===== config.mk =====
export PLATFORM = sky130hd
export DESIGN_NAME = glos_mark_mem
export DESIGN_NICKNAME = d
export VERILOG_FILES = /design/src/hdl/grid_line_of_sight_top_assert.svh /design/src/hdl/glos_pkg.sv /design/src/hdl/glos_mark_mem.sv
export SDC_FILE = /design/constraint.sdc
export NUM_CORES = 1
export LEC_CHECK = 0
export BUFFER_PORTS_ARGS = -buffer_cell sky130_fd_sc_hd__buf_2
export CAP_MARGIN = 20
export CORE_MARGIN = 3
export CORE_UTILIZATION = 45
export CTS_CLUSTER_DIAMETER = 150
export CTS_CLUSTER_SIZE = 40
export DETAILED_ROUTE_END_ITERATION = 7
export GPL_ROUTABILITY_DRIVEN = 1
export PLACE_DENSITY = 0.58
export SYNTH_ARGS = -nofsm -noshare
export SYNTH_HDL_FRONTEND = slang
export SYNTH_SLANG_ARGS = --single-unit
export TNS_END_PERCENT = 1

===== constraint.sdc =====
create_clock -name i_clk -period 3.9 [get_ports i_clk]
set_clock_uncertainty 0.2 [all_clocks]
set_input_delay 0 -clock i_clk [delete_from_list [all_inputs] [get_ports i_clk]]
set_output_delay 0 -clock i_clk [all_outputs]
set_load 0.01 [all_outputs]

===== src/hdl/grid_line_of_sight_top_assert.svh =====
// ---------------------------------------------------------------------------
// Grid line-of-sight assertion macros
// Shared concurrent assertion forms, empty when SYNTHESIS is defined.
// ---------------------------------------------------------------------------
`ifndef GRID_LINE_OF_SIGHT_TOP_ASSERT_SVH
`define GRID_LINE_OF_SIGHT_TOP_ASSERT_SVH
`ifndef SYNTHESIS
`define GLOS_ASSERT_IMPL(lbl, ante, cons, msg) \
    lbl: assert property (@(posedge i_clk) disable iff (!i_rst_n) (ante) |-> (cons)) \
        else $error(msg);
`define GLOS_ASSERT_NEXT(lbl, ante, cons, msg) \
    lbl: assert property (@(posedge i_clk) disable iff (!i_rst_n) (ante) |=> (cons)) \
        else $error(msg);
`else
`define GLOS_ASSERT_IMPL(lbl, ante, cons, msg)
`define GLOS_ASSERT_NEXT(lbl, ante, cons, msg)
`endif
`endif


===== src/hdl/glos_pkg.sv =====
// ---------------------------------------------------------------------------
// Grid line-of-sight package
// Shared codes, types and helpers of the line-of-sight engine.
// ---------------------------------------------------------------------------
`default_nettype none

package glos_pkg;

    // doubled-resolution coordinate width (signed) and tile coordinate width (signed)
    localparam int CW = 9;
    localparam int TW = 8;
    // ray delta width and error accumulator width
    localparam int DW = 6;
    localparam int EW = 7;

    localparam logic [1:0] FUNC_LOAD   = 2'd0;
    localparam logic [1:0] FUNC_BEGIN  = 2'd1;
    localparam logic [1:0] FUNC_TRACE  = 2'd2;
    localparam logic [1:0] FUNC_UNUSED = 2'd3;

    localparam logic REG_MAP_WIDTH  = 1'b0;
    localparam logic REG_MAP_HEIGHT = 1'b1;

    localparam logic [6:0] MAP_WIDTH_RST  = 7'd64;
    localparam logic [6:0] MAP_HEIGHT_RST = 7'd64;

    typedef enum logic [3:0] {
        S_IDLE,
        S_INIT,
        S_P0,
        S_P1,
        S_EVAL,
        S_MRD0,
        S_MRD1,
        S_MCAP,
        S_EMIT
    } t_state;

    typedef struct packed {
        logic clear;
        logic rd_en;
        logic wr_en;
    } t_mark_ctl;

    function automatic logic signed [TW-1:0] floor_half(input logic signed [CW-1:0] v);
        logic signed [CW-1:0] s;
        s = v >>> 1;
        floor_half = s[TW-1:0];
    endfunction

endpackage

`default_nettype wire


===== src/hdl/glos_mark_mem.sv =====
// ---------------------------------------------------------------------------
// Visited mark memory
// One row of marks per view column, with a valid flop per row so a begin
// request clears the whole store at once.
// ---------------------------------------------------------------------------
`default_nettype none

module glos_mark_mem #(
    parameter int ROWS  = 17,
    parameter int RBITS = 17,
    parameter int RIW   = 5
) (
    input  wire logic               i_clk,
    input  wire logic               i_rst_n,
    input  wire glos_pkg::t_mark_ctl i_ctl,
    input  wire logic [RIW-1:0]     i_rd_idx,
    input  wire logic [RIW-1:0]     i_wr_idx,
    input  wire logic [RBITS-1:0]   i_wr_data,
    output logic [RBITS-1:0]        o_rd_data
);

    logic [RBITS-1:0] mem [ROWS];
    logic [ROWS-1:0]  r_row_valid;
    logic [RBITS-1:0] r_rd_data;
    logic             r_rd_valid;

    always_ff @(posedge i_clk) begin
        if (!i_rst_n) begin
            r_row_valid <= '0;
        end else if (i_ctl.clear) begin
            r_row_valid <= '0;
        end else if (i_ctl.wr_en) begin
            r_row_valid[i_wr_idx] <= 1'b1;
        end
    end

    always_ff @(posedge i_clk) begin
        if (i_ctl.wr_en) begin
            mem[i_wr_idx] <= i_wr_data;
        end
    end

    always_ff @(posedge i_clk) begin
        if (i_ctl.rd_en) begin
            r_rd_data  <= mem[i_rd_idx];
            r_rd_valid <= r_row_valid[i_rd_idx];
        end
    end

    assign o_rd_data = r_rd_valid ? r_rd_data : '0;

endmodule

`default_nettype wire


==> metrics.log <==
[metrics] maximum vdd ir drop: 0.283 mV
[metrics] part of the total power dissipated in combinational logic: 6.2%
[metrics] fraction of final layout cells sized beyond drive strength 1: 19.1%
[metrics] global-route usage over all layers: 18.5%
[metrics] first-pass GRT wire length: 41,800 um
[metrics] RSZ-0062 raised after global routing: false
[metrics] antenna violations before repair: 2
[metrics] number of clock sinks: 324
[metrics] family with the most delay on the worst path: buffers and inverters
[metrics] LEAKAGE: 4.58 nW
[metrics] CTS root buf: clkbuf_16
[metrics] worst min-delay path category: in2reg
[metrics] number of buffers created by CTS: 12
[metrics] die height: 173 um
[metrics] switching power summed over all nets: 1.21 mW
[metrics] post-layout net count: 774
[metrics] power share of the sequential group: 66.2%
[metrics] peak clock frequency supported by timing: 356 MHz
[metrics] grt total ovfl: 0
[metrics] Switching Share: 20.8%
[metrics] minimum clock period: 2810 ps
[metrics] critical path buffer and inverter count: 4
[metrics] weighted congestion reported at the end of routability-driven placement: 0.783
[metrics] status: finished clean
[metrics] number of different library cells in the post-synthesis netlist: 31
[metrics] count of pins over their slew limit: 0
[metrics] Critical Path RT: 3910 ps
[metrics] number of iterations in the first detailed-routing pass: 4
[metrics] Core Footprint: 0.0271 mm2
[metrics] Top Ports: 49
[metrics] most frequent cell on the critical path: dlygate4sd3_1
[metrics] Routed WL: 27,700 um
[metrics] register area share after synthesis: 76.4%
[metrics] critical path, cell by cell: dlygate4sd3_1, buf_2, or3b_2, dlygate4sd3_1, nor2_2, buf_4
[metrics] count of nets left with antenna violations after detail routing: 0
[metrics] data arrival time of the critical path: 2820 ps
[metrics] worst-path cell with the longest stage delay: nor2_2
[metrics] number of storage elements in the synthesis netlist: 324
[metrics] fin cells: 1,118
[metrics] via count: 6,326
[metrics] Yosys warnings: 0
[metrics] DRC violations left: 0
[metrics] total negative slack for setup checks: 0 ps
[metrics] DIE AREA: 0.0298 mm2
[metrics] largest stage delay on the critical path: 640 ps
[metrics] area of the mapped netlist: 0.0125 mm2
[metrics] largest net degree at the start of global routing: 65
[metrics] type of destination of the critical path: flop
[metrics] Max-cap violations: 0
[metrics] overall power consumption: 5.84 mW
[metrics] Mean Syn Cell Area: 18.9 um2
[metrics] initial cell density of the core: 46.1%
[metrics] via density per instance: 5.66
[metrics] kind of critical path: in2reg
[metrics] kind of start point of the critical path: primary input
[metrics] layout overhead on the synthesized area: 11.2%
[metrics] final setup violation count: 0
[metrics] routed wire length per instance: 24.8 um
[metrics] measured slew at the worst slew-check pin: 850 ps
[metrics] CTS tree: yes
[metrics] CTS HTree Levels: 1
[metrics] internal portion of total power: 4.63 mW
[metrics] headroom to the max-slew limit: 43.4%
[metrics] pwr dens: 420 mW/mm2
[metrics] maximum net fanout on the critical path: 10
[metrics] maximum count of clock buffers along a single path: 3
[metrics] number of hold violations in the final report: 0
[metrics] syn_nets: 693
[metrics] Die Span X: 173 um
[metrics] cell count after synthesis: 661
[metrics] total instance count after detailed placement: 1,072
[metrics] part of the total power dissipated in the clock network: 27.6%
[metrics] Clock Latency Late Sink: 510 ps
[metrics] count of input and output buffers: 48
[metrics] vias in the first global route: 6,540
[metrics] Clock Pin Slew Worst Setup and Hold Paths: 140 ps
[metrics] hpwl dp: 16,300 um
[metrics] First DRT Iteration DRCs: 541
[metrics] number of rows in the core area: 60
[metrics] fin crit share: 72.1%
per-stage QoR:
| stage | area (um2) | hold WS [ps] | utilization [%] | worst slack, ps |
|---|---|---|---|---|
| finish | 13900 | 26.3 | 51.3 | 1090 |
| global placement | 13300 | 174 | 48.9 | 1420 |
| global route | 13900 | 27.8 | 51.3 | 1040 |
| CTS | 13900 | 17.3 | 51.3 | 1100 |
| floorplan | 12500 | -101 | - | 790 |
| detailed placement | 13300 | 198 | 48.9 | 1400 |
worst min-delay path, delay by kind of cell:
family        cells  cell delay [ps]
simple gates      2              420
buf+inv           1              120
layout by cell type, fill, tap and decap left out, types with 18 or more instances in the layout:
cell type / n
edfxtp_1: 307
nand2_1: 20
buf_4: 28
mux4_2: 31
a211oi_1: 18
mux2i_1: 69
dlygate4sd3_1: 28
buf_2: 47
o22ai_1: 35
nor2b_1: 19
nor3_1: 18
power groups by stage:
stage          Sequential (mW)  Clock [mW]  Combinational (mW)
2_1_floorplan             3.94           0               0.208
3_3_place_gp              3.95           0               0.334
3_5_place_dp              3.95           0               0.343
4_1_cts                   3.87        1.65               0.364
5_1_grt                   3.88        1.77               0.392
6_report                  3.87        1.61               0.360
layer usage:
| layer | track usage [%] | share of wire, % | vias up |
|---|---|---|---|
| met3 | 2.44 | 4.8 | 30 |
| met2 | 30.4 | 48 | 151 |
| met4 | 3.85 | 1.6 | 2 |
| met5 | 0 | 0.047 | - |
| li1 | - | - | 2808 |
| met1 | 27.0 | 46 | 3335 |
cell families (layout without fill, tap and decap cells):
logic type,count (synthesis),in the layout,share of synthesized area [%]
compound gates,87,87,4.87
buf+inv,38,122,1.81
flops,324,324,76.4
mux,107,107,12.5
other cells,0,1,0
simple gates,105,105,4.41
synthesized netlist by cell type, drive strengths merged:
library cell  instances  area, um2
a211oi               18        135
nor2                 17       63.8
edfxtp              307       9220
nand3                 1       5.00
nor2b                19        119
buf                  22        165
nand2                20       75.1
mux2i                69        691
o21a                 17        128
dfxtp                17        340
mux4                 37        856
clkinv                1       3.75
or3                   2       12.5
mux2                  1       11.3
nand3b                3       22.5
o22ai                35        219
or3b                  2       17.5
nor4b                 1       8.76
nor3                 18       90.1
and2                 17        106
clkbuf               15       57.6
or2                   1       6.26
o31ai                17        128
nor4                  2       12.5
nand2b                2       12.5
flip-flops by register name, summed over array words and instances (netlist names):
register / flops
r_rd_valid: 1
r_rd_data: 17
mem: 289
r_row_valid: 17
area by class of cell:
| class | count | area, um2 |
|---|---|---|
| clock inverters | 1 | 30.0 |
| repair buffers | 104 | 737 |
| diodes | 1 | 2.50 |
| multi-input cells | 299 | 2770 |
| fillers | 2137 | 13200 |
| well taps | 372 | 465 |
| clock buffers | 16 | 337 |
| flip-flops and latches | 324 | 9560 |
| inverters | 1 | 3.75 |
what timing repair did:
action,CTS,global route
endpoints found under the hold margin,378,0
setup buffers,0,0
hold buffers,28,0
gates resized for setup,0,0
path summary, 6_finish.rpt:
kind,endpoint,startpoint,slack (ps),depth (start not counted)
setup / recovery,mem[0][8]$_DFFE_PP_,i_wr_idx[0],1090,6
hold / removal,mem[3][16]$_DFFE_PP_,i_ctl[0],30,3
setup reg to reg,r_rd_data[0]$_DFFE_PP_,mem[1][0]$_DFFE_PP_,1970,4
hold reg to reg,r_row_valid[8]$_SDFFE_PP0P_,r_row_valid[8]$_SDFFE_PP0P_,280,1
No activity file was read; power rests on OpenSTA's default activity.
