$ cat config.mk
export PLATFORM = sky130hd
export DESIGN_NAME = glos_ctrl
export DESIGN_NICKNAME = d
export VERILOG_FILES = /design/src/hdl/glos_pkg.sv /design/src/hdl/glos_ctrl.sv
export VERILOG_INCLUDE_DIRS = /design/src /design/src/hdl
export SDC_FILE = /design/constraint.sdc
export NUM_CORES = 1
export LEC_CHECK = 0
export ABC_AREA = 1
export BUFFER_PORTS_ARGS = -buffer_cell sky130_fd_sc_hd__buf_4
export CELL_PAD_IN_SITES_DETAIL_PLACEMENT = 1
export CELL_PAD_IN_SITES_GLOBAL_PLACEMENT = 1
export CORE_MARGIN = 2
export CORE_UTILIZATION = 40
export CTS_CLUSTER_SIZE = 8
export DETAILED_ROUTE_END_ITERATION = 8
export HOLD_SLACK_MARGIN = 0.15
export PLACE_DENSITY_LB_ADDON = 0.1
export SKIP_CTS_REPAIR_TIMING = 1
export SLEW_MARGIN = 20
export SYNTH_ARGS = -nofsm -noshare
export SYNTH_HDL_FRONTEND = slang
export SYNTH_SLANG_ARGS = --single-unit
$ cat constraint.sdc
create_clock -name i_clk -period 4.74 [get_ports i_clk]
set_input_delay 1.422 -clock i_clk [delete_from_list [all_inputs] [get_ports i_clk]]
set_output_delay 1.422 -clock i_clk [all_outputs]
set_load 0.005 [all_outputs]
$ cat src/hdl/grid_line_of_sight_top_assert.svh
// ---------------------------------------------------------------------------
// Grid line-of-sight assertion macros
// Shared concurrent assertion forms, empty when SYNTHESIS is defined.
// ---------------------------------------------------------------------------
`ifndef GRID_LINE_OF_SIGHT_TOP_ASSERT_SVH
`define GRID_LINE_OF_SIGHT_TOP_ASSERT_SVH
`ifndef SYNTHESIS
`define GLOS_ASSERT_IMPL(lbl, ante, cons, msg) \
    lbl: assert property (@(posedge i_clk) disable iff (!i_rst_n) (ante) |-> (cons)) \
        else $error(msg);
`define GLOS_ASSERT_NEXT(lbl, ante, cons, msg) \
    lbl: assert property (@(posedge i_clk) disable iff (!i_rst_n) (ante) |=> (cons)) \
        else $error(msg);
`else
`define GLOS_ASSERT_IMPL(lbl, ante, cons, msg)
`define GLOS_ASSERT_NEXT(lbl, ante, cons, msg)
`endif
`endif

$ cat src/hdl/glos_pkg.sv
// ---------------------------------------------------------------------------
// Grid line-of-sight package
// Shared codes, types and helpers of the line-of-sight engine.
// ---------------------------------------------------------------------------
`default_nettype none

package glos_pkg;

    // doubled-resolution coordinate width (signed) and tile coordinate width (signed)
    localparam int CW = 9;
    localparam int TW = 8;
    // ray delta width and error accumulator width
    localparam int DW = 6;
    localparam int EW = 7;

    localparam logic [1:0] FUNC_LOAD   = 2'd0;
    localparam logic [1:0] FUNC_BEGIN  = 2'd1;
    localparam logic [1:0] FUNC_TRACE  = 2'd2;
    localparam logic [1:0] FUNC_UNUSED = 2'd3;

    localparam logic REG_MAP_WIDTH  = 1'b0;
    localparam logic REG_MAP_HEIGHT = 1'b1;

    localparam logic [6:0] MAP_WIDTH_RST  = 7'd64;
    localparam logic [6:0] MAP_HEIGHT_RST = 7'd64;

    typedef enum logic [3:0] {
        S_IDLE,
        S_INIT,
        S_P0,
        S_P1,
        S_EVAL,
        S_MRD0,
        S_MRD1,
        S_MCAP,
        S_EMIT
    } t_state;

    typedef struct packed {
        logic clear;
        logic rd_en;
        logic wr_en;
    } t_mark_ctl;

    function automatic logic signed [TW-1:0] floor_half(input logic signed [CW-1:0] v);
        logic signed [CW-1:0] s;
        s = v >>> 1;
        floor_half = s[TW-1:0];
    endfunction

endpackage

`default_nettype wire

$ cat src/hdl/glos_ctrl.sv
// ---------------------------------------------------------------------------
// Line-of-sight sequencer
// Decodes requests, walks the ray one step at a time against the map memory,
// then reads, marks and writes back the two mark rows and emits new tiles.
// ---------------------------------------------------------------------------
`default_nettype none
`include "grid_line_of_sight_top_assert.svh"

module glos_ctrl #(
    parameter int MAP_COLS    = 64,
    parameter int MAP_ROWS    = 64,
    parameter int VIEW_HALF_W = 8,
    parameter int VIEW_HALF_H = 8,
    parameter int MAW         = 12,
    parameter int RBITS       = 17,
    parameter int RIW         = 5
) (
    input  wire logic              i_clk,
    input  wire logic              i_rst_n,
    input  wire logic              i_start,
    input  wire logic [1:0]        i_func,
    input  wire logic [5:0]        i_tile_x,
    input  wire logic [5:0]        i_tile_y,
    input  wire logic              i_transparent,
    input  wire logic signed [3:0] i_corner_dx,
    input  wire logic signed [3:0] i_corner_dy,
    input  wire logic [6:0]        i_map_width,
    input  wire logic [6:0]        i_map_height,
    input  wire logic              i_map_rd_data,
    input  wire logic [RBITS-1:0]  i_mark_rd_data,
    output logic                   o_busy,
    output logic                   o_map_wr_en,
    output logic [MAW-1:0]         o_map_wr_addr,
    output logic                   o_map_wr_data,
    output logic                   o_map_rd_en,
    output logic [MAW-1:0]         o_map_rd_addr,
    output glos_pkg::t_mark_ctl    o_mark_ctl,
    output logic [RIW-1:0]         o_mark_rd_idx,
    output logic [RIW-1:0]         o_mark_wr_idx,
    output logic [RBITS-1:0]       o_mark_wr_data,
    output logic                   o_valid,
    output logic [5:0]             o_vis_x,
    output logic [5:0]             o_vis_y,
    output logic                   o_last
);

    localparam int CW  = glos_pkg::CW;
    localparam int TW  = glos_pkg::TW;
    localparam int DW  = glos_pkg::DW;
    localparam int EW  = glos_pkg::EW;
    localparam int RBW = $clog2(RBITS);

    glos_pkg::t_state r_state, n_state;

    logic [5:0]              r_vc, r_vr;
    logic signed [3:0]       r_dx, r_dy;
    logic signed [TW-1:0]    r_cc, r_cr;
    logic signed [CW-1:0]    r_m, r_n, r_mt;
    logic [EW-1:0]           r_err;
    logic [DW-1:0]           r_dmaj, r_dmin;
    logic                    r_xmaj, r_inc_neg, r_step_neg, r_step_z;
    logic                    r_in0, r_in1, r_c0;
    logic [3:0]              r_pend;
    logic                    r_valid, r_last;
    logic [5:0]              r_vis_x, r_vis_y;

    function automatic logic f_in_map(input logic signed [TW-1:0] x,
                                      input logic signed [TW-1:0] y,
                                      input logic [6:0] w, input logic [6:0] h);
        f_in_map = !x[TW-1] && !y[TW-1] && (int'(x) < int'(w)) && (int'(x) < MAP_COLS) &&
                   (int'(y) < int'(h)) && (int'(y) < MAP_ROWS);
    endfunction

    function automatic logic [MAW-1:0] f_addr(input logic signed [TW-1:0] x,
                                              input logic signed [TW-1:0] y);
        f_addr = MAW'(x[TW-2:0]) * MAW'(MAP_ROWS) + MAW'(y[TW-2:0]);
    endfunction

    logic accept;
    assign accept = i_start && (r_state == glos_pkg::S_IDLE);

    // trace setup
    logic signed [TW-1:0] w_cc, w_cr;
    logic signed [CW-1:0] w_sx, w_sy, w_tx, w_ty, w_ddx, w_ddy;
    logic [DW-1:0]        w_adx, w_ady;
    logic                 w_xmaj, w_trace_ok;

    always_comb begin
        w_cc  = $signed({2'b00, r_vc}) + TW'(r_dx);
        w_cr  = $signed({2'b00, r_vr}) + TW'(r_dy);
        w_sx  = $signed({2'b00, r_vc, 1'b1});
        w_sy  = $signed({2'b00, r_vr, 1'b1});
        w_tx  = $signed({w_cc, 1'b0});
        w_ty  = $signed({w_cr, 1'b0});
        w_ddx = w_tx - w_sx;
        w_ddy = w_ty - w_sy;
        w_adx = w_ddx[CW-1] ? DW'(-w_ddx) : DW'(w_ddx);
        w_ady = w_ddy[CW-1] ? DW'(-w_ddy) : DW'(w_ddy);
        w_xmaj = w_adx > w_ady;
        w_trace_ok = !(int'(r_dx) < -VIEW_HALF_W || int'(r_dx) >= VIEW_HALF_W ||
                       int'(r_dy) < -VIEW_HALF_H || int'(r_dy) >= VIEW_HALF_H) &&
                     f_in_map(w_cc, w_cr, i_map_width, i_map_height);
    end

    // ray probe points
    logic                 p_corner, p_blocked, p_done;
    logic signed [CW-1:0] incv, stepv, pm, pn, px2, py2, m_next;
    logic signed [TW-1:0] ptx, pty;
    logic [EW-1:0]        err_sum;
    logic                 c1;

    always_comb begin
        incv  = r_inc_neg ? -CW'(1) : CW'(1);
        stepv = r_step_z ? '0 : (r_step_neg ? -CW'(1) : CW'(1));
        p_corner = !r_m[0] && !r_n[0];
        pm = r_m;
        pn = r_n;
        if (p_corner) begin
            if (r_state == glos_pkg::S_P1) begin
                pn = r_n + stepv;
            end else begin
                pm = r_m + incv;
            end
        end else if (!r_m[0]) begin
            pm = (r_state == glos_pkg::S_P1) ? r_m + incv : r_m - incv;
        end else if (!r_n[0]) begin
            pn = (r_state == glos_pkg::S_P1) ? r_n + stepv : r_n - stepv;
        end
        px2 = r_xmaj ? pm : pn;
        py2 = r_xmaj ? pn : pm;
        ptx = glos_pkg::floor_half(px2);
        pty = glos_pkg::floor_half(py2);
        c1  = r_in1 && i_map_rd_data;
        p_blocked = p_corner ? (!r_c0 && !c1) : (!r_c0 || !c1);
        m_next  = r_m + incv;
        err_sum = r_err + EW'(r_dmin);
        p_done  = (m_next == r_mt);
    end

    // mark rows and emits
    logic [RIW-1:0]   row0, row1;
    logic [RBW-1:0]   oy0, oy1;
    logic [RBITS-1:0] oh0, oh1;
    logic             e_a, e_b;
    logic signed [TW-1:0] cm1, rm1;
    logic [1:0]       k;
    logic [3:0]       pend_clr;

    always_comb begin
        row0 = RIW'(int'(r_dx) + VIEW_HALF_W);
        row1 = RIW'(int'(r_dx) + VIEW_HALF_W + 1);
        oy0  = RBW'(int'(r_dy) + VIEW_HALF_H);
        oy1  = RBW'(int'(r_dy) + VIEW_HALF_H + 1);
        oh0  = RBITS'(1) << oy0;
        oh1  = RBITS'(1) << oy1;
        cm1  = r_cc - TW'(1);
        rm1  = r_cr - TW'(1);
        e_a  = !i_mark_rd_data[oy0] &&
               f_in_map((r_state == glos_pkg::S_MCAP) ? r_cc : cm1, rm1,
                        i_map_width, i_map_height);
        e_b  = !i_mark_rd_data[oy1] &&
               f_in_map((r_state == glos_pkg::S_MCAP) ? r_cc : cm1, r_cr,
                        i_map_width, i_map_height);
        if (r_pend[0]) begin
            k = 2'd0;
        end else if (r_pend[1]) begin
            k = 2'd1;
        end else if (r_pend[2]) begin
            k = 2'd2;
        end else begin
            k = 2'd3;
        end
        pend_clr = r_pend & ~(4'b0001 << k);
    end

    // next state
    always_comb begin
        n_state = r_state;
        unique case (r_state)
            glos_pkg::S_IDLE: begin
                if (accept && i_func == glos_pkg::FUNC_TRACE) begin
                    n_state = glos_pkg::S_INIT;
                end
            end
            glos_pkg::S_INIT: n_state = w_trace_ok ? glos_pkg::S_P0 : glos_pkg::S_IDLE;
            glos_pkg::S_P0:   n_state = glos_pkg::S_P1;
            glos_pkg::S_P1:   n_state = glos_pkg::S_EVAL;
            glos_pkg::S_EVAL: begin
                if (p_blocked) begin
                    n_state = glos_pkg::S_IDLE;
                end else if (p_done) begin
                    n_state = glos_pkg::S_MRD0;
                end else begin
                    n_state = glos_pkg::S_P0;
                end
            end
            glos_pkg::S_MRD0: n_state = glos_pkg::S_MRD1;
            glos_pkg::S_MRD1: n_state = glos_pkg::S_MCAP;
            glos_pkg::S_MCAP: begin
                n_state = ({e_b, e_a, r_pend[1:0]} == 4'b0000) ? glos_pkg::S_IDLE
                                                             : glos_pkg::S_EMIT;
            end
            glos_pkg::S_EMIT: n_state = (pend_clr == 4'b0000) ? glos_pkg::S_IDLE
                                                              : glos_pkg::S_EMIT;
            default: n_state = glos_pkg::S_IDLE;
        endcase
    end

    // memory controls
    always_comb begin
        o_map_wr_en   = accept && i_func == glos_pkg::FUNC_LOAD &&
                        int'(i_tile_x) < MAP_COLS && int'(i_tile_y) < MAP_ROWS;
        o_map_wr_addr = f_addr($signed({2'b00, i_tile_x}), $signed({2'b00, i_tile_y}));
        o_map_wr_data = i_transparent;
        o_map_rd_en   = 1'b0;
        o_map_rd_addr = f_addr(ptx, pty);
        o_mark_ctl    = '0;
        o_mark_rd_idx = row0;
        o_mark_wr_idx = row0;
        o_mark_wr_data = i_mark_rd_data | (e_a ? oh0 : '0) | (e_b ? oh1 : '0);
        unique case (r_state)
            glos_pkg::S_IDLE: o_mark_ctl.clear = accept && i_func == glos_pkg::FUNC_BEGIN;
            glos_pkg::S_P0,
            glos_pkg::S_P1:   o_map_rd_en = 1'b1;
            glos_pkg::S_MRD0: o_mark_ctl.rd_en = 1'b1;
            glos_pkg::S_MRD1: begin
                o_mark_ctl.rd_en = 1'b1;
                o_mark_ctl.wr_en = 1'b1;
                o_mark_rd_idx    = row1;
            end
            glos_pkg::S_MCAP: begin
                o_mark_ctl.wr_en = 1'b1;
                o_mark_wr_idx    = row1;
            end
            default: ;
        endcase
    end

    // control state
    always_ff @(posedge i_clk) begin
        if (!i_rst_n) begin
            r_state <= glos_pkg::S_IDLE;
            r_vc    <= '0;
            r_vr    <= '0;
            r_pend  <= '0;
            r_valid <= 1'b0;
        end else begin
            r_state <= n_state;
            r_valid <= (r_state == glos_pkg::S_EMIT);
            if (accept && i_func == glos_pkg::FUNC_BEGIN) begin
                r_vc <= i_tile_x;
                r_vr <= i_tile_y;
            end
            unique case (r_state)
                glos_pkg::S_INIT: r_pend <= '0;
                glos_pkg::S_MRD1: r_pend[1:0] <= {e_b, e_a};
                glos_pkg::S_MCAP: r_pend[3:2] <= {e_b, e_a};
                glos_pkg::S_EMIT: r_pend <= pend_clr;
                default: ;
            endcase
        end
    end

    // datapath
    always_ff @(posedge i_clk) begin
        if (accept) begin
            r_dx <= i_corner_dx;
            r_dy <= i_corner_dy;
        end
        unique case (r_state)
            glos_pkg::S_INIT: begin
                r_cc       <= w_cc;
                r_cr       <= w_cr;
                r_xmaj     <= w_xmaj;
                r_m        <= w_xmaj ? w_sx : w_sy;
                r_n        <= w_xmaj ? w_sy : w_sx;
                r_mt       <= w_xmaj ? w_tx : w_ty;
                r_dmaj     <= w_xmaj ? w_adx : w_ady;
                r_dmin     <= w_xmaj ? w_ady : w_adx;
                r_inc_neg  <= w_xmaj ? w_ddx[CW-1] : w_ddy[CW-1];
                r_step_neg <= w_xmaj ? w_ddy[CW-1] : w_ddx[CW-1];
                r_step_z   <= w_xmaj ? (w_ady == '0) : (w_adx == '0);
                r_err      <= '0;
            end
            glos_pkg::S_P0: r_in0 <= f_in_map(ptx, pty, i_map_width, i_map_height);
            glos_pkg::S_P1: begin
                r_c0  <= r_in0 && i_map_rd_data;
                r_in1 <= f_in_map(ptx, pty, i_map_width, i_map_height);
            end
            glos_pkg::S_EVAL: begin
                r_m <= m_next;
                if (err_sum >= EW'(r_dmaj)) begin
                    r_n   <= r_n + stepv;
                    r_err <= err_sum - EW'(r_dmaj);
                end else begin
                    r_err <= err_sum;
                end
            end
            glos_pkg::S_EMIT: begin
                r_vis_x <= k[1] ? r_cc[5:0] : cm1[5:0];
                r_vis_y <= k[0] ? r_cr[5:0] : rm1[5:0];
                r_last  <= (pend_clr == 4'b0000);
            end
            default: ;
        endcase
    end

    assign o_busy  = (r_state != glos_pkg::S_IDLE);
    assign o_valid = r_valid;
    assign o_vis_x = r_vis_x;
    assign o_vis_y = r_vis_y;
    assign o_last  = r_last;

    `GLOS_ASSERT_IMPL(a_emit_src, r_valid, $past(r_state) == glos_pkg::S_EMIT, "result without emit")
    `GLOS_ASSERT_NEXT(a_last_ends, r_valid && r_last, !r_valid, "result after last")
    `GLOS_ASSERT_IMPL(a_mark_rw, o_mark_ctl.wr_en && o_mark_ctl.rd_en,
                      o_mark_wr_idx != o_mark_rd_idx, "mark row read and write collide")
    `GLOS_ASSERT_IMPL(a_idle_pend, r_state == glos_pkg::S_IDLE, r_pend == 4'b0000,
                      "pending tiles left while idle")

endmodule

`default_nettype wire
==> results of run 1 <==
[logic make-up (layout without fill, tap and decap cells)]
logic type / Yosys count / count (layout) / share of synthesized area [%]
XOR/XNOR: 67 / 67 / 5.47
flip-flops: 107 / 107 / 27.7
AND/OR/NAND/NOR: 659 / 662 / 26.8
adder cells (fa/ha/maj): 133 / 133 / 16.0
multiplexers: 5 / 5 / 0.576
AO/OA/AOI/OAI: 270 / 270 / 13.4
buffers and inverters: 262 / 454 / 10.1
[placed cells by master, fill, tap and decap left out, types with 4 or more instances in the layout]
cell type  instances
nand3_1          116
a31oi_1            8
buf_4            219
buf_6              5
fa_1               8
o21ai_2           11
o211ai_1          10
nor2_2            10
a21oi_1           88
o21ai_0          109
inv_1            183
inv_2             18
o221ai_1           4
nand2_1          348
o21bai_1           5
dfxtp_1           20
nand2_2           23
ha_4              10
xor2_1            57
edfxtp_1          86
nand4_1           13
nand3b_1           6
mux2i_1            4
ha_1             108
clkbuf_16         11
o21ai_1           13
nor2_1            93
nor3_1             8
and2_1             4
nand3_2           15
ha_2               6
xnor2_1            8
or2_2              7
a21oi_2            8
[Yosys cell counts, types with 3 or more instances]
| cell type | instances |
|---|---|
| nand2_1 | 358 |
| inv_1 | 193 |
| ha_1 | 124 |
| o21ai_0 | 124 |
| nand3_1 | 122 |
| nor2_1 | 98 |
| a21oi_1 | 97 |
| edfxtp_1 | 86 |
| xor2_1 | 57 |
| dfxtp_1 | 21 |
| clkbuf_1 | 19 |
| buf_4 | 16 |
| nand2_2 | 14 |
| nand4_1 | 13 |
| inv_2 | 12 |
| buf_2 | 11 |
| o211ai_1 | 10 |
| a31oi_1 | 9 |
| fa_1 | 9 |
| nand3_2 | 9 |
| nor3_1 | 9 |
| xnor2_1 | 9 |
| o21ai_1 | 8 |
| or2_2 | 7 |
| nand3b_1 | 6 |
| nor2_2 | 5 |
| o21bai_1 | 5 |
| o221ai_1 | 5 |
| and2_1 | 4 |
| mux2i_1 | 4 |
| a211oi_1 | 3 |
| buf_1 | 3 |
| clkinv_1 | 3 |
| nor2_4 | 3 |
| nor4_1 | 3 |
[sequential cells by signal (all words and copies together), names as in the netlist, 7 cells and up]
| name | count |
|---|---|
| r_err | 7 |
| r_cr | 8 |
| r_cc | 8 |
| r_m | 9 |
| r_n | 9 |
| r_mt | 8 |
[layout make-up]
| class | count | share of cell area [%] |
|---|---|---|
| flip-flops and latches | 107 | 22.3 |
| repair buffers | 230 | 13.5 |
| multi-input cells | 1137 | 52.8 |
| clock buffers | 9 | 1.67 |
| well taps | 341 | 3.16 |
| clock inverters | 7 | 0.622 |
| inverters | 208 | 5.90 |
[stage by stage]
stage / cells / total power [W]
after floorplan: 1503 / 0.00303
after global placement: 1989 / 0.00407
after detailed placement: 1989 / 0.00416
after CTS: 2005 / 0.00501
after global routing: 2039 / 0.00583
final: 2039 / 0.00541
[layer usage]
metal	part of all wire (%)	GRT usage, %
met5	0	0
met4	1.5	5.55
met3	3.9	3.27
met2	48	46.2
met1	46	35.6
[worst min-delay path by stage]
stage	cells past startpoint	startpoint	end	slack, ps
CTS	2	r_pend[3]	r_pend[3]	510
floorplan	2	r_pend[3]	r_pend[3]	460
detailed placement	2	r_pend[3]	r_pend[3]	490
finish	2	r_pend[3]	r_pend[3]	510
global placement	2	r_pend[3]	r_pend[3]	480
global route	2	r_in0	r_c0	540
[report_power, final]
part	internal, W	switching [W]	total (W)
Sequential	0.00122	0.0000695	0.00129
Combinational	0.00138	0.00191	0.00329
Clock	0.000384	0.000447	0.000832
[tightest hold or removal path: stages (launching register included)]
cell and delay [ps]:
dfxtp_1 320, nand2_1 60, a31oi_1 70
==> out/summary.txt, run 1 <==
R2r worst-path depth - 25
Multi-input gate area - 0.00713 mm²
Via count - 10,977
Synth area leaders - edfxtp_1 24%, ha_1 14%, nand2_1 12%, inv_1 6.7%, o21ai_0 5.7%
Hold WC Path Type - flip-flop to flip-flop
Slew margin rel. - 36.9%
Crit path buf inv count - 5
First-pass GRT wire length - 59.3 mm
Final Util - 50.3%
Syn Std Cell Area - 0.0109 mm²
#FFs+latches synth - 107
Fin worst setup slack - 40.1 ps
Share of cells above drive strength 1 - 22.7%
Max FO, Critical Path - 4
CP Data Required Time - 3320 ps
Core area - 0.0268 mm²
Site Rows - 60
DRT iter0 DRCs - 770
Max VDD drop - 0.000227 V
Pre-CTS worst setup slack - -37.5 ps
Final setup violating endpoints - 0
Die Ht - 169 µm
Full die area - 0.0285 mm²
CTS tree - done
FF-to-FF End - r_n[1]
Slowest CP cell - fa_1
Gpl congestion - 0.898
Slew Viols, Final - 0
Clock-pin slew of the registers on the worst-case setup and hold paths - 100 ps
Synth area leader - edfxtp_1
Leak pwr - 6.50 nW
Largest net degree at the start of global routing - 32
CP arrival - 3280 ps
Yosys cell types - 53
Vias in the first global route - 11,094
Post-DRT Antenna Nets - 0
Worst Setup Start Kind - flip-flop
Crit path launch - r_m[1]
Max Fclk - 213 MHz
Power Dens Cells - 401 mW/mm²
# DRC - 0
Routed len/inst - 19.1 µm
Max-cap violations - 0
Initial Util - 40.5%
Actual slew at the worst max-slew pin - 945 ps
CP peak stage delay - 450 ps
Vias/cell - 5.38
DRT Wirelength - 39.0 mm
All-Layer GR Usage - 26.6%
CTS H-tree depth - 3
Tmin final - 4700 ps
Period utilisation layout - 99.2%
Gr ovfl total - 0
Top cell family by delay on the critical path - simple AND/OR/NAND/NOR gates
Setup TNS - 0 ps
DRT Pass-1 Iters - 5
Critical R2R Launch - r_dx[0]
Fill cells - 3,415
Initial antenna violation count - 0
Worst skew pair latency - 380 ps
Final net count - 1,884
RSZ-0062 raised after global routing - yes
Synthesized area per cell - 7.22 µm²
FF-to-FF setup slack - 250 ps
Syn_nets - 1,694
Worst clock skew - 13.8 ps
Clock Tree Buf Depth - 2
Hold Fails Final Rpt - 0
Seq/Total Area, Yosys - 27.7%
# IOs - 130
CTS Root Cell - clkbuf_16
Reg area - 0.00300 mm²
Design Area, Final - 0.0135 mm²
Post-synth EDFFs - 86
Placed Area - 0.0125 mm²
Antenna diodes - 0
Synth Flop Type - edfxtp_1
CP most frequent cell - nand2_1
Yosys top cell area share - 23.8%
Synth-to-Final Area Change - 24.2%
Critical Path Stages - 16
Yosys warnings - 0
Run status - complete, no violations
Clock sink total - 107
Num CTS Buffers - 9
Die width - 169 µm
Setup Crit Path Kind - flip-flop to output port
Worst path cell trace - buf_4, inv_1, fa_1, nand3b_1, nand2_2, xor2_1, o22ai_1, a21oi_1, inv_1, o21ai_2, inv_2, nor2_2, nand2_1, nand2_1, nand2_1, buf_4
Crit path to - o_map_rd_addr[11]
Hold_ws - 510 ps
Post-synthesis cell count - 1,503
HPWL Detailed - 30.8 mm
IO Port Bufs - 127
Nature of the critical path endpoint - output port
Ys async rst share - 0%
Note: power is estimated with default switching activity, not from simulation.
==> run 2, diff against run 1 <==
Settings changed: ABC_AREA 1 to not set, CORE_UTILIZATION 40 to 42.
==> out/summary.txt, run 2 <==
CTS tree - done (unchanged)
Hold depth - 1 (was 2)
CP peak stage delay - 680 ps (was 450 ps)
Tmin final - 5170 ps (was 4700 ps)
Gpl congestion - 0.837 (was 0.898)
Synth Flop Type - edfxtp_1 (unchanged)
Site Rows - 57 (was 60)
Top cells by count, synth - 124 x ha_1, 86 x edfxtp_1, 80 x inv_1, 75 x nand2_1, 70 x xnor2_1 (was 358 x nand2_1, 193 x inv_1, 124 x ha_1, 124 x o21ai_0, 122 x nand3_1)
Syn Std Cell Area - 0.0104 mm² (was 0.0109 mm²)
Most common cell in the netlist - ha_1 (was nand2_1)
Vias in the first global route - 9,650 (was 11,094)
FF-to-FF End - r_n[2] (was r_n[1])
Gr ovfl total - 0 (unchanged)
Yosys top cell area share - 24.9% (was 23.8%)
Max-cap violations - 0 (unchanged)
Worst clock skew - 10.5 ps (was 13.8 ps)
Num CTS Buffers - 9 (unchanged)
Synth area leader - edfxtp_1 (unchanged)
Largest net degree at the start of global routing - 31 (was 32)
Antenna diodes - 0 (unchanged)
Worst skew pair latency - 370 ps (was 380 ps)
Max FO, Critical Path - 5 (was 4)
Clock-pin slew of the registers on the worst-case setup and hold paths - 80 ps (was 100 ps)
Fin worst setup slack - -426 ps (was 40.1 ps)
Critical R2R Launch - r_dy[1] (was r_dx[0])
Power Dens Cells - 333 mW/mm² (was 401 mW/mm²)
DP Cell Count - 1,649 (was 1,989)
Failing checks - setup timing
Clock sink total - 107 (unchanged)
Slew Viols, Final - 0 (unchanged)
CP arrival - 3740 ps (was 3280 ps)
Hold_sp - r_in0 (was r_pend[3])
R2r worst-path depth - 24 (was 25)
Hold_ws - 533 ps (was 510 ps)
Slew margin rel. - 50.4% (was 36.9%)
Full die area - 0.0260 mm² (was 0.0285 mm²)
Actual slew at the worst max-slew pin - 734 ps (was 945 ps)
Most common cell after layout, fill and taps aside - buf_4 (was nand2_1)
Hold Fails Final Rpt - 0 (unchanged)
Synth area leaders - edfxtp_1 25%, ha_1 15%, xnor2_1 5.9%, mux2i_1 4.7%, dfxtp_1 4.1% (was edfxtp_1 24%, ha_1 14%, nand2_1 12%, inv_1 6.7%, o21ai_0 5.7%)
Non-Filler Instances - 1,699 (was 2,039)
Yosys cell types - 77 (was 53)
CTS H-tree depth - 3 (unchanged)
Setup Crit Path Kind - input pin to output port (was flip-flop to output port)
Vias/cell - 5.68 (was 5.38)
Setup TNS - -9200 ps (was 0 ps)
Initial antenna violation count - 0 (unchanged)
HPWL Detailed - 26.8 mm (was 30.8 mm)
Yosys warnings - 0 (unchanged)
Run status - finished with violations (was complete, no violations)
DRT iter0 DRCs - 518 (was 770)
Leak pwr - 6.06 nW (was 6.50 nW)
Post-synth EDFFs - 86 (unchanged)
DRT Pass-1 Iters - 5 (unchanged)
First-pass GRT wire length - 51.5 mm (was 59.3 mm)
Seq/Total Area, Yosys - 28.9% (was 27.7%)
Clock Tree Buf Depth - 2 (unchanged)
Worst Setup Start Kind - input pin (was flip-flop)
Die Ht - 161 µm (was 169 µm)
IO Port Bufs - 127 (unchanged)
Share of cells above drive strength 1 - 33.9% (was 22.7%)
Ys async rst share - 0% (unchanged)
Die width - 161 µm (was 169 µm)
Core area - 0.0243 mm² (was 0.0268 mm²)
Post-DRT Antenna Nets - 0 (unchanged)
Initial Util - 42.7% (was 40.5%)
CTS Root Cell - clkbuf_16 (unchanged)
CP Data Required Time - 3320 ps (about the same)
Final net count - 1,561 (was 1,884)
Most frequent cells in the layout - 282 x buf_4, 106 x ha_1, 86 x edfxtp_1, 73 x inv_1, 73 x nand2_1 (was 348 x nand2_1, 219 x buf_4, 183 x inv_1, 116 x nand3_1, 109 x o21ai_0)
Nature of the critical path endpoint - output port (unchanged)
Post-synthesis cell count - 1,108 (was 1,503)
FF-to-FF setup slack - -200 ps (was 250 ps)
RSZ-0062 raised after global routing - yes (unchanged)
Max Fclk - 194 MHz (was 213 MHz)
Slowest CP cell - or4b_4 (was fa_1)
Syn_nets - 1,299 (was 1,694)
# DRC - 0 (unchanged)
DRT Wirelength - 35.2 mm (was 39.0 mm)
# IOs - 130 (unchanged)
Max VDD drop - 0.000281 V (was 0.000227 V)
Hold Path End - r_c0 (was r_pend[3])
Via count - 9,652 (was 10,977)
CP most frequent cell - mux4_2 (was nand2_1)
Period utilisation layout - 109% (was 99.2%)
All-Layer GR Usage - 25.1% (was 26.6%)
Hold WC Path Type - flip-flop to flip-flop (unchanged)
Final setup violating endpoints - 43 (was 0)
Biggest regs - r_m (9), r_n (9) (unchanged)
#FFs+latches synth - 107 (unchanged)
Worst path cell trace - buf_8, mux4_2, mux4_2, or4b_4, nor3_4, a221o_1, buf_4 (was buf_4, inv_1, fa_1, nand3b_1, nand2_2, xor2_1, o22ai_1, a21oi_1, inv_1, o21ai_2, inv_2, nor2_2, nand2_1, nand2_1, nand2_1, buf_4)
Synthesized area per cell - 9.36 µm² (was 7.22 µm²)
Routed len/inst - 20.7 µm (was 19.1 µm)
Synth-to-Final Area Change - 35.1% (was 24.2%)
-- run 2: per-layer routing --
metal  wire length [µm]  global-route usage (%)  part of all wire [%]  vias up
met2              17600                    43.4                    50      232
met5                  0                       0                     0        -
met3               1460                    3.13                   4.1       40
li1                   -                       -                     -     4575
met1              15500                    33.5                    44     4805
met4                644                    6.33                   1.8        0
-- run 2: how the worst max path moves through the flow --
| stage | startpoint | endpoint |
|---|---|---|
| final | i_mark_rd_data[3] | o_mark_wr_data[2] |
| after global routing | r_cr[1] | o_mark_wr_data[0] |
| after CTS | i_map_height[5] | o_mark_wr_data[11] |
| after detailed placement | i_map_height[5] | o_mark_wr_data[11] |
| after global placement | i_mark_rd_data[3] | o_mark_wr_data[11] |
| after floorplan | i_mark_rd_data[2] | o_mark_wr_data[10] |
-- run 2: where the power goes --
group          internal [W]  switching [W]  leakage, nW  total (W)
logic               0.00137        0.00131         4.96    0.00268
clock network      0.000420       0.000405        0.152   0.000825
registers           0.00113      0.0000368        0.951    0.00117
-- run 2: area by class of cell --
cell class	instances	area (µm²)
clock inverters	7	81.3
well taps	324	405
repair buffers	310	2460
inverters	84	325
flip-flops and latches	107	3000
fillers	2729	10300
clock buffers	9	225
multi-input cells	858	7520
-- run 2: kinds of logic after synthesis --
group                      count (synthesis)  share of synthesized area, %
and+or+nand+nor                          302                          15.2
adders and majority gates                135                          16.9
muxes                                     67                          7.77
DFF                                      107                          28.9
xor gates and xnor gates                 107                          9.03
AOI/OAI and AO/OA                        246                          16.4
buffers and inverters                    144                          5.79
-- run 2: critical path, delay by kind of cell --
kind                   cells  cell delay (ps)
buffers and inverters      2              210
and+or+nand+nor            2              910
AOI/OAI and AO/OA          1              170
muxes                      2             1010
-- run 2: through the flow --
stage | instance area, µm² | setup WS [ps] | power (W) | util (%)
3_5_place_dp | 12600 | -533 | 0.00335 | 52.0
3_3_place_gp | 12600 | -474 | 0.00328 | 52.0
6_report | 14000 | -426 | 0.00467 | 57.7
5_1_grt | 14000 | -545 | 0.00493 | 57.7
2_1_floorplan | 10400 | -59.4 | 0.00252 | -
4_1_cts | 12900 | -553 | 0.00419 | 53.2
==> run 3, diff against run 2 <==
Settings changed: GPL_TIMING_DRIVEN set to 0.
==> out/summary.txt, run 3 (synthesis results as in run 2) <==
Run status - finished with violations (unchanged)
# DRC - 0 (unchanged)
Fill cells - 2,715 (was 2,729)
Placed Area - 0.0118 mm² (was 0.0126 mm²)
Max Fclk - 189 MHz (was 194 MHz)
CTS H-tree depth - 3 (unchanged)
Slew margin rel. - 35.8% (was 50.4%)
Actual slew at the worst max-slew pin - 957 ps (was 734 ps)
Design Area, Final - 0.0138 mm² (was 0.0140 mm²)
First-pass GRT wire length - 50.1 mm (was 51.5 mm)
Worst Setup Start Kind - input pin (unchanged)
RSZ-0062 raised after global routing - yes (unchanged)
Synth-to-Final Area Change - 32.8% (was 35.1%)
Via count - 9,519 (was 9,652)
Reg area - 0.00301 mm² (was 0.00300 mm²)
Max FO, Critical Path - 6 (was 5)
Power Dens Cells - 339 mW/mm² (was 333 mW/mm²)
Core area - 0.0243 mm² (unchanged)
Post-DRT Antenna Nets - 0 (unchanged)
Clock Tree Buf Depth - 2 (unchanged)
# IOs - 130 (unchanged)
Vias in the first global route - 9,028 (was 9,650)
Fin worst setup slack - -547 ps (was -426 ps)
CTS tree - done (unchanged)
Antenna diodes - 0 (unchanged)
Max VDD drop - 0.000368 V (was 0.000281 V)
Most common cell after layout, fill and taps aside - buf_4 (unchanged)
Biggest regs - r_m (9), r_n (9) (unchanged)
Initial antenna violation count - 1 (was 0)
Max-cap violations - 0 (unchanged)
CP Data Required Time - 3320 ps (about the same)
DRT Wirelength - 35.8 mm (was 35.2 mm)
Initial Util - 42.7% (unchanged)
All-Layer GR Usage - 24.6% (was 25.1%)
HPWL Detailed - 26.0 mm (was 26.8 mm)
Full die area - 0.0260 mm² (unchanged)
Crit path to - o_mark_wr_data[4] (was o_mark_wr_data[2])
Site Rows - 57 (unchanged)
Final setup violating endpoints - 55 (was 43)
Vias/cell - 5.76 (was 5.68)
Multi-input gate area - 0.00770 mm² (was 0.00752 mm²)
IO Port Bufs - 127 (unchanged)
FF-to-FF setup slack - -540 ps (was -200 ps)
Period utilisation layout - 112% (was 109%)
Clock-pin slew of the registers on the worst-case setup and hold paths - 80 ps (about the same)
Hold_ws - 517 ps (was 533 ps)
Die Ht - 161 µm (unchanged)
Critical R2R Launch - r_dy[1] (unchanged)
DRT Pass-1 Iters - 5 (unchanged)
Gr ovfl total - 0 (unchanged)
Worst skew pair latency - 370 ps (about the same)
R2r worst-path depth - 25 (was 24)
Hold depth - 2 (was 1)
Routed len/inst - 21.7 µm (was 20.7 µm)
Hold WC Path Type - flip-flop to flip-flop (unchanged)
Leak pwr - 5.74 nW (was 6.06 nW)
Share of cells above drive strength 1 - 31.4% (was 33.9%)
CP arrival - 3870 ps (was 3740 ps)
Hold Fails Final Rpt - 0 (unchanged)
Failing checks - setup timing (unchanged)
Gpl congestion - 0.896 (was 0.837)
Clock sink total - 107 (unchanged)
CTS Root Cell - clkbuf_16 (unchanged)
Largest net degree at the start of global routing - 38 (was 31)
Setup Crit Path Kind - input pin to output port (unchanged)
Num CTS Buffers - 9 (unchanged)
Tmin final - 5290 ps (was 5170 ps)
FF-to-FF End - r_m[4] (was r_n[2])
Worst clock skew - 13.4 ps (was 10.5 ps)
DRT iter0 DRCs - 551 (was 518)
Setup TNS - -22,930 ps (was -9200 ps)
Final net count - 1,515 (was 1,561)
Die width - 161 µm (unchanged)
Most frequent cells in the layout - 201 x buf_4, 102 x ha_1, 86 x edfxtp_1, 72 x nand2_1, 69 x inv_1 (was 282 x buf_4, 106 x ha_1, 86 x edfxtp_1, 73 x inv_1, 73 x nand2_1)
Crit path launch - i_mark_rd_data[0] (was i_mark_rd_data[3])
Slew Viols, Final - 0 (unchanged)
Nature of the critical path endpoint - output port (unchanged)
[run 3: cell types whose count changed in the layout (fill, tap and decap cells not counted), sizes merged]
cell and change:
buf -73, inv -6, bufinv -1, or4b -1
clkbuf +27, clkinvlp +8
[run 3: layout make-up]
| class | instances | area share (%) |
|---|---|---|
| buffer | 53 | 2.41 |
| tap | 324 | 2.94 |
| clock inverter | 7 | 0.427 |
| multi-input combinational | 857 | 55.9 |
| sequential | 107 | 21.8 |
| clock buffer | 9 | 1.63 |
| timing repair inverter | 1 | 0.0545 |
| inverter | 84 | 2.60 |
| timing repair buffer | 211 | 12.2 |
[run 3: where the power goes]
part / internal [W] / switching, W / leakage [nW]
clock: 0.000369 / 0.000401 / 0.139
combinational: 0.00137 / 0.00135 / 4.65
sequential: 0.00113 / 0.0000520 / 0.953
total: 0.00287 / 0.00181 / 5.74
[run 3: through the flow]
step	utilization, %	total power (W)	setup WS [ps]	cells
6_report	56.7	0.00468	-547	1653
3_5_place_dp	48.5	0.00300	-1470	1559
4_1_cts	49.6	0.00377	-1470	1575
5_1_grt	56.7	0.00492	-688	1653
3_3_place_gp	48.5	0.00295	-1420	1559
2_1_floorplan	-	0.00252	-59.4	1108
[run 3: critical path, stage by stage]
cell	delay (ps)
buf_6	100
mux4_2	500
mux4_2	480
nand2_2	90
o311ai_4	120
a211o_4	410
buf_12	160
nor4_4	240
a221o_1	220
buf_4	110
[run 3: routing by layer]
metal / global-route usage (%) / vias to the layer above / wire length [µm]
li1: - / 4469 / -
met1: 33.9 / 4711 / 15700
met2: 41.2 / 272 / 17700
met3: 3.21 / 67 / 1650
met4: 6.01 / 0 / 758
met5: 0 / - / 0
[run 3: how the worst min path moves through the flow]
stage / slack (ps) / start / to
after global placement: 500 / r_pend[1] / r_pend[1]
after global routing: 560 / r_pend[1] / r_pend[1]
after floorplan: 480 / r_pend[1] / r_pend[1]
after CTS: 520 / r_pend[1] / r_pend[1]
after detailed placement: 510 / r_pend[1] / r_pend[1]
final: 520 / r_pend[1] / r_pend[1]
